`config.mk`:
```
export PLATFORM = sky130hd
export DESIGN_NAME = pcr_fifo
export DESIGN_NICKNAME = d
export VERILOG_FILES = /design/src/sv/particle_contact_resolver_macros.svh /design/src/sv/pcr_pkg.sv /design/src/sv/pcr_fifo.sv
export SDC_FILE = /design/constraint.sdc
export NUM_CORES = 1
export LEC_CHECK = 0
export BUFFER_PORTS_ARGS = -buffer_cell sky130_fd_sc_hd__buf_4
export CELL_PAD_IN_SITES_DETAIL_PLACEMENT = 1
export CELL_PAD_IN_SITES_GLOBAL_PLACEMENT = 1
export CORE_AREA = 2 2 428 430
export CTS_CLUSTER_DIAMETER = 30
export DETAILED_ROUTE_END_ITERATION = 6
export DIE_AREA = 0 0 430 432
export PLACE_DENSITY_LB_ADDON = 0.1
export SLEW_MARGIN = 40
export SYNTH_ARGS = -nofsm -noshare
export SYNTH_HDL_FRONTEND = slang
export SYNTH_SLANG_ARGS = --single-unit
```
`constraint.sdc`:
```
create_clock -name clk -period 31.1 [get_ports clk]
set_input_delay 4.665 -clock clk [delete_from_list [all_inputs] [get_ports clk]]
set_output_delay 4.665 -clock clk [all_outputs]
set_load 0.02 [all_outputs]
```
`src/sv/particle_contact_resolver_macros.svh`:
```
// Assertion helpers for the contact resolver.
`ifndef PARTICLE_CONTACT_RESOLVER_MACROS_SVH
`define PARTICLE_CONTACT_RESOLVER_MACROS_SVH

// Same-cycle implication, reset masked.
`define PCR_ASSERT_IMP(name, ck, rst_n, pre, post, msg) \
	name: assert property (@(posedge ck) disable iff (!rst_n) (pre) |-> (post)) else $error(msg);

// Next-cycle implication, reset masked.
`define PCR_ASSERT_NEXT(name, ck, rst_n, pre, post, msg) \
	name: assert property (@(posedge ck) disable iff (!rst_n) (pre) |=> (post)) else $error(msg);

`endif

```
`src/sv/pcr_pkg.sv`:
```
`default_nettype none
package pcr_pkg;

	localparam int CW         = 21;   // one Q10.10 component
	localparam int VW         = 3 * CW;
	localparam int SEP_W      = 44;   // Q20.20 dot product
	localparam int DELTA_W    = 46;
	localparam int DIV_N      = 63;   // quotient bits, one per divider stage
	localparam int DEN_W      = 33;
	localparam int FIFO_DEPTH = 4;
	localparam int FIFO_AW    = 2;
	localparam int SEP_LIMIT  = -105;
	localparam int IMP_W      = 59;   // impulse clamped to 2^58
	localparam int IMP_LO_W   = 30;
	localparam int SHARE_W    = 43;   // share clamped to 2^42
	localparam int WIDE_W     = 48;
	localparam logic [15:0] DT_RESET = 16'd1092;

	typedef logic [VW-1:0]          vec_t;
	typedef logic signed [CW-1:0]   comp_t;
	typedef logic signed [CW:0]     comp_ext_t;
	typedef logic signed [2*CW:0]   dprod_t;
	typedef logic signed [SEP_W-1:0] sep_t;
	typedef logic signed [WIDE_W-1:0] wide_t;

	typedef struct packed {
		vec_t               va;
		vec_t               vb;
		vec_t               pa;
		vec_t               pb;
		vec_t               n;
		logic signed [31:0] pen;
		logic [16:0]        rest;
		logic [31:0]        inv_a;
		logic [31:0]        inv_b;
		logic [DEN_W-1:0]   total;
		logic               has;
	} item_t;

	// front -> back queue entry
	typedef struct packed {
		item_t item;
		sep_t  sep;
		sep_t  adot;
		logic  bounce;
		logic  push;
	} fbeat_t;

	// carried alongside the divider
	typedef struct packed {
		item_t item;
		logic  bounce;
		logic  push;
	} side_t;

	typedef struct packed {
		logic full;
		logic empty;
	} fifo_stat_t;

	function automatic comp_t get_comp(vec_t w, int k);
		return w[CW*k +: CW];
	endfunction

	function automatic comp_ext_t ext_comp(vec_t w, int k);
		comp_t c;
		c = w[CW*k +: CW];
		return {c[CW-1], c};
	endfunction

	function automatic comp_t sat_comp(wide_t v);
		wide_t hi;
		wide_t lo;
		hi = wide_t'((2 ** (CW - 1)) - 1);
		lo = -wide_t'(2 ** (CW - 1));
		if (v > hi) return hi[CW-1:0];
		if (v < lo) return lo[CW-1:0];
		return v[CW-1:0];
	endfunction

	function automatic vec_t pack3(wide_t x, wide_t y, wide_t z);
		return {sat_comp(z), sat_comp(y), sat_comp(x)};
	endfunction

endpackage
`default_nettype wire

```
`src/sv/pcr_fifo.sv`:
```
`default_nettype none
module pcr_fifo (
	input  logic                clk,
	input  logic                arst_n,
	input  logic                wr,
	input  pcr_pkg::fbeat_t     wr_beat,
	input  logic                rd,
	output pcr_pkg::fbeat_t     rd_beat,
	output pcr_pkg::fifo_stat_t stat
);
	import pcr_pkg::*;

	fbeat_t             mem_q [FIFO_DEPTH];
	logic [FIFO_AW-1:0] wr_ptr_q, rd_ptr_q;
	logic [FIFO_AW:0]   cnt_q;

	assign rd_beat    = mem_q[rd_ptr_q];
	assign stat.full  = (cnt_q == (FIFO_AW + 1)'(FIFO_DEPTH));
	assign stat.empty = (cnt_q == '0);

	always_ff @(posedge clk or negedge arst_n) begin
		if (!arst_n) begin
			wr_ptr_q <= '0;
			rd_ptr_q <= '0;
			cnt_q    <= '0;
		end else begin
			if (wr) wr_ptr_q <= wr_ptr_q + 1'b1;
			if (rd) rd_ptr_q <= rd_ptr_q + 1'b1;
			if (wr && !rd) cnt_q <= cnt_q + 1'b1;
			else if (rd && !wr) cnt_q <= cnt_q - 1'b1;
		end
	end

	always_ff @(posedge clk) begin
		if (wr) mem_q[wr_ptr_q] <= wr_beat;
	end

endmodule
`default_nettype wire

```
==> results by group, run 1 <==
Status
  • Outcome: finished clean

Critical path
  • FF-to-FF End: mem_q[3][125]
  • R2R Path Start: wr_ptr_q[0]
  • FF-to-FF setup slack: 26.52 ns
  • WP data required: 26.44 ns
  • Crit Path Category: flop to output port
  • Critical path fanouts, max: 72
  • Critical Path Slowest Stage Cell: dfrtp_4
  • CP Cell Sequence: buf_6, buf_6, mux4_2, buf_4
  • Most used cell, CP: buf_6
  • Arrival time worst endpoint: 4.06 ns
  • Setup crit end: rd_beat[136]
  • Setup crit start kind: flop
  • R2r worst-path depth: 9
  • Largest stage delay, worst path: 0.94 ns
  • Crit path capture type: output port
  • CP startpoint: rd_ptr_q[1]

Power
  • Pleak: 0.0374 uW
  • Pwr dens: 116 mW/mm2
  • Peak VDD IR: 0.0815 mV
  • Tot Pwr: 12500 uW

Placement
  • Placed wire-length estimate: 139000 um
  • Area of placed instances: 0.0914 mm2
  • Cells after DPL: 6354
  • IO Port Bufs: 1109
  • Placer Congestion: 0.779

Global route
  • Initial antenna violation count: 64
  • Global-route wire length before repair: 305000 um
  • Number of global-route vias before repair: 42000
  • Largest net degree at the start of global routing: 129
  • GR Overflow Total: 0
  • GR Util All Layers: 0.230

Timing
  • Worst Tran Pin Value: 0.826 ns
  • Total negative setup slack: 0 ns
  • Worst rel slew slack: 0.450
  • RSZ-0062 raised after global routing: no
  • Hold_ws: 0.494 ns
  • Final Critical Period: 8.73 ns
  • Layout Skew: 0.0553 ns
  • Final hold viol count: 0
  • Max-slew violations: 0
  • Period utilisation layout: 0.281
  • FMAX: 0.115 GHz
  • Endpoints failing setup: 0

Clock network
  • Max clock buf depth: 4
  • CTS root buffer: clkbuf_16
  • CTS Buf Count: 469
  • Worst skew pair latency: 0.98 ns
  • H-tree depth: 5
  • CTS sink count: 2215
  • Reg clk slew, reported paths: 0.05 ns
  • Post_cts resized: 0
  • CTS tree: yes
  • Postcts setup bufs: 0
  • CTS Hold Bufs: 0

Routing
  • DR pass1 iterations: 5
  • Drt total wl: 215000 um
  • Initial DRC count: 2392
  • Routed len/inst: 29.7 um
  • Via-to-Cell Ratio: 5.32
  • Total number of vias: 38500
  • Remaining antenna violation count: 0
  • # DRC: 0

Worst hold path
  • Hold_sp: cnt_q[2]
  • Hold Path Class: flop to flop

Logic synthesis
  • Yosys reg bits: 2215
  • Mapped Nets: 3480
  • Synth Cell Area: 0.0799 mm2
  • Sequential area share after synthesis: 0.832
  • Yosys cell types: 20
  • Cells after Synth: 2918
  • Avg Cell Area, Syn: 27.4 um2
  • Yosys Warn Count: 0

Die
  • Rows: 157
  • Top-level I/O count: 1110
  • Die height: 432 um
  • Core Region: 0.182 mm2
  • Initial Utilization: 0.439
  • Die Wd: 430 um
  • Die area: 0.186 mm2

Finish
  • Most frequent cells in the layout: edfxtp_1 (2208), buf_4 (1127), mux4_2 (552)
  • Commonest non-fill, non-tap cell in the layout: edfxtp_1
  • Finished Layout Cells: 7241
  • Area added between synthesis and finish: 34.3%
  • Fin nets: 5007
  • Design area: 0.107 mm2
  • Share of layout cells above drive strength 1: 0.509

Flow run
  • Max-cap violations: 0
flip-flops by register name, summed over array words and instances (netlist names):
register,count
wr_ptr_q,2
rd_ptr_q,2
mem_q,2208
cnt_q,3
cell usage after synthesis:
master | n | area (um2)
edfxtp_1 | 2208 | 66300
mux4_2 | 552 | 12400
buf_4 | 43 | 323
buf_2 | 36 | 180
buf_1 | 25 | 93.8
clkbuf_1 | 12 | 45.0
buf_6 | 8 | 90.1
dfrtp_1 | 7 | 175
ha_1 | 5 | 62.6
and2_1 | 4 | 25.0
inv_1 | 4 | 15.0
xor2_1 | 4 | 35.0
nand2_1 | 2 | 7.51
xnor2_1 | 2 | 17.5
fa_1 | 1 | 20.0
mux2_2 | 1 | 11.3
nor2_1 | 1 | 3.75
nor3_1 | 1 | 5.00
nor3b_1 | 1 | 7.51
o21ai_0 | 1 | 5.00
routing by layer:
| metal | vias up | part of all wire | track usage |
|---|---|---|---|
| met5 | - | 0.0016 | 0 |
| met4 | 54 | 0.046 | 0.111 |
| met3 | 477 | 0.081 | 0.0862 |
| met2 | 1362 | 0.51 | 0.383 |
| met1 | 20500 | 0.36 | 0.261 |
| li1 | 16100 | - | - |
worst max-delay path: cells and delay by family, from the launching register on:
kind / cells / cell delay, ns
buffers and inverters: 3 / 1.49
muxes: 1 / 0.52
DFF: 1 / 0.94
area by class of cell:
type                       instances  area, um2
sequential                      2215      66500
fill                           15000      74400
multi-input combinational        575      12600
clock inverter                   316       3540
clock buffer                     534      12100
inverter                           4       15.0
timing repair buffer            1180       9400
antenna                           32       80.1
tap                             2385       2980
worst min path at each step:
stage	slack, ns	end	cells past startpoint
after floorplan	0.46	cnt_q[2]	1
after global placement	0.47	cnt_q[2]	1
after detailed placement	0.48	cnt_q[2]	1
after CTS	0.49	cnt_q[2]	1
after global routing	0.51	cnt_q[2]	1
final	0.49	cnt_q[2]	1
cell families (layout without fill, tap and decap cells):
| logic type | count (synthesis) | in the layout | share of synthesized area |
|---|---|---|---|
| adder cells (fa/ha/maj) | 6 | 6 | 0.00103 |
| AO/OA/AOI/OAI | 1 | 1 | 0.0000626 |
| multiplexers | 553 | 553 | 0.156 |
| XOR/XNOR | 6 | 6 | 0.000658 |
| other | 0 | 32 | 0 |
| buffers and inverters | 128 | 2034 | 0.00935 |
| flip-flops | 2215 | 2215 | 0.832 |
| AND/OR/NAND/NOR | 9 | 9 | 0.000611 |
where the power goes:
part | total [uW] | internal, uW | switching (uW)
registers | 4050 | 3910 | 137
logic | 3530 | 1450 | 2090
clock network | 4870 | 3340 | 1530
per-stage QoR:
stage,utilization,setup WS [ns]
after floorplan,-,13.07
final,0.590,22.37
after global routing,0.590,22.04
after CTS,0.589,22.01
after global placement,0.500,20.82
after detailed placement,0.503,22.00
Note: power is estimated with default switching activity, not from simulation.
==> run 2, diff against run 1 <==
--- a/config.mk
+++ b/config.mk
@@ -8,10 +8,10 @@
 export BUFFER_PORTS_ARGS = -buffer_cell sky130_fd_sc_hd__buf_4
 export CELL_PAD_IN_SITES_DETAIL_PLACEMENT = 1
 export CELL_PAD_IN_SITES_GLOBAL_PLACEMENT = 1
-export CORE_AREA = 2 2 428 430
+export CORE_AREA = 2 2 433 435
 export CTS_CLUSTER_DIAMETER = 30
 export DETAILED_ROUTE_END_ITERATION = 6
-export DIE_AREA = 0 0 430 432
+export DIE_AREA = 0 0 435 437
 export PLACE_DENSITY_LB_ADDON = 0.1
 export SLEW_MARGIN = 40
 export SYNTH_ARGS = -nofsm -noshare
==> constraint.sdc (replaced) <==
create_clock -name clk -period 7.27 [get_ports clk]
set_input_delay 1.0905 -clock clk [delete_from_list [all_inputs] [get_ports clk]]
set_output_delay 1.0905 -clock clk [all_outputs]
set_load 0.02 [all_outputs]
==> run 2 against run 1 <==
Non-clock buffer count decreased by 11. Clock power increased to 4.5 times the previous value. Sequential power increased to 4.3 times the previous value. Combinational power increased to 4.3 times the previous value. Hold slack got worse by 0.20 ns. Final cell count increased by 1.5%. Critical endpoint is now rd_beat[307].
==> results by group, run 2 (synthesis gave the netlist of run 1 again) <==
Worst hold path
  • Hold Path Class: input pin to flop
  • Hold_sp: wr_beat[488]
  • Hold Path Sink: mem_q[3][488]
  • Hold Path Cell Cnt: 1 (unchanged)

Placement
  • Dpl ws: 3.66 ns (-18.34 ns)
  • Placed wire-length estimate: 135000 um (-3.0%)
  • IO Port Bufs: 1109 (unchanged)
  • Placer Congestion: 0.780 (+0.23%)

Power
  • Pleak: 0.0378 uW (+0.97%)
  • Peak VDD IR: 0.294 mV (+260%)
  • Pwr dens: 502 mW/mm2 (+330%)

Timing
  • Worst Tran Pin Value: 0.895 ns (+0.0690 ns)
  • Period utilisation layout: 0.619
  • RSZ-0062 raised after global routing: no
  • Hold_ws: 0.293 ns (-0.201 ns)
  • Final Critical Period: 4.50 ns
  • Worst rel slew slack: 0.404 (-0.0460)
  • Total negative setup slack: 0 ns (unchanged)
  • Max-slew violations: 0 (unchanged)
  • Final setup margin: 2.77 ns (-19.60 ns)
  • Final hold viol count: 0 (unchanged)
  • Endpoints failing setup: 0 (unchanged)
  • FMAX: 0.222 GHz
  • Layout Skew: 0.0518 ns (-0.00345 ns)

Global route
  • Initial antenna violation count: 73 (+14%)
  • Global-route wire length before repair: 305000 um (about the same)
  • GR Overflow Total: 0 (unchanged)
  • GR Util All Layers: 0.224 (-0.00603)
  • Largest net degree at the start of global routing: 125 (-3.1%)
  • Number of global-route vias before repair: 42000 (+0.024%)

Finish
  • Fin nets: 5010 (+0.060%)
  • Max FFs per register: 2208 (unchanged)
  • Biggest register: mem_q
  • Commonest non-fill, non-tap cell in the layout: edfxtp_1
  • Most frequent cells in the layout: edfxtp_1 (2208), buf_4 (1121), mux4_2 (552)
  • Share of layout cells above drive strength 1: 0.513 (+0.00431)
  • Top Registers: mem_q: 2208 flops, cnt_q: 3 flops
  • Area added between synthesis and finish: 35.5%

Critical path
  • WP data required: 6.18 ns (-20.26 ns)
  • CP startpoint: rd_ptr_q[0]
  • Largest stage delay, worst path: 0.72 ns (-0.22 ns)
  • Setup crit start kind: flop
  • Most used cell, CP: buf_4
  • Critical Path Slowest Stage Cell: dfrtp_4
  • FF-to-FF End: mem_q[0][232]
  • Critical path fanouts, max: 31 (-57%)
  • Crit Path Category: flop to output port
  • Crit path capture type: output port
  • R2R Path Start: wr_ptr_q[0]
  • Arrival time worst endpoint: 3.41 ns (-0.65 ns)
  • FF-to-FF setup slack: 4.74 ns (-21.78 ns)
  • CP Cell Sequence: buf_12, buf_4, mux4_2, buf_4
  • R2r worst-path depth: 6 (-3)

Die
  • Core Region: 0.185 mm2 (+1.8%)
  • Top-level I/O count: 1110 (unchanged)
  • Initial Utilization: 0.432 (-0.00791)
  • Die area: 0.190 mm2 (+2.3%)
  • Rows: 158 (+0.64%)
  • Die Wd: 435 um (+1.2%)
  • Die height: 437 um (+1.2%)

Routing
  • Total number of vias: 38500 (+0.034%)
  • Via-to-Cell Ratio: 5.24 (-1.4%)
  • Drt total wl: 214000 um (-0.65%)
  • # DRC: 0 (unchanged)
  • Remaining antenna violation count: 0 (unchanged)
  • Routed len/inst: 29.1 um (-2.1%)
  • Initial DRC count: 2255 (-5.7%)
  • DR pass1 iterations: 5 (unchanged)

Clock network
  • Post_cts resized: 0 (unchanged)
  • CTS root buffer: clkbuf_16
  • CTS Buf Count: 483 (+3.0%)
  • Max clock buf depth: 4 (unchanged)
  • H-tree depth: 5 (unchanged)
  • Worst skew pair latency: 1.00 ns (+0.02 ns)
  • CTS tree: yes
  • Reg clk slew, reported paths: 0.05 ns (about the same)
  • CTS sink count: 2215 (unchanged)

Status
  • Outcome: finished clean

Flow run
  • Max-cap violations: 0 (unchanged)
[run 2: cell type report]
type	count	area, um2
Inverter	4	15.0
Fill cell	15400	76800
Tap cell	2480	3100
Clock inverter	338	4130
Antenna cell	28	70.1
Multi-Input combinational cell	575	12600
Timing Repair Buffer	1169	9370
Clock buffer	537	12400
Sequential cell	2215	66500
[run 2: worst max-delay path by stage]
stage	to	slack (ns)	depth (start not counted)
detailed placement	rd_beat[342]	3.66	4
finish	rd_beat[307]	2.77	4
floorplan	mem_q[0][0]	-1.03	1
CTS	rd_beat[307]	2.58	4
global route	rd_beat[307]	2.53	4
global placement	rd_beat[411]	3.42	3
[run 2: metrics by stage]
stage	instances	area (um2)	total power [uW]	utilization
finish	7346	108000	54300	0.585
global route	7341	108000	56200	0.585
CTS	7312	108000	55000	0.583
detailed placement	6436	91500	32800	0.494
global placement	6425	91200	32600	0.493
floorplan	2918	79900	26500	-
[run 2: timing repair]
action                     CTS  global route
setup endpoints to repair    0             0
hold buffers                 1             0
hold endpoints to repair     7             0
setup buffers                0             0
[run 2: per-layer routing]
layer | GRT usage | wire, um
met5 | 0 | 383
met2 | 0.375 | 110000
met4 | 0.110 | 9950
met1 | 0.248 | 74600
met3 | 0.0886 | 18700
[run 2: power breakdown]
group | total [uW] | internal (uW) | switching (uW)
Clock | 21900 | 15200 | 6750
Sequential | 17300 | 16700 | 543
Combinational | 15100 | 6190 | 8860
[run 2: critical path: cells and delay by family (launching register included)]
| family | cells | cell delay [ns] |
|---|---|---|
| DFF | 1 | 0.72 |
| buffers and inverters | 3 | 1.07 |
| muxes | 1 | 0.62 |
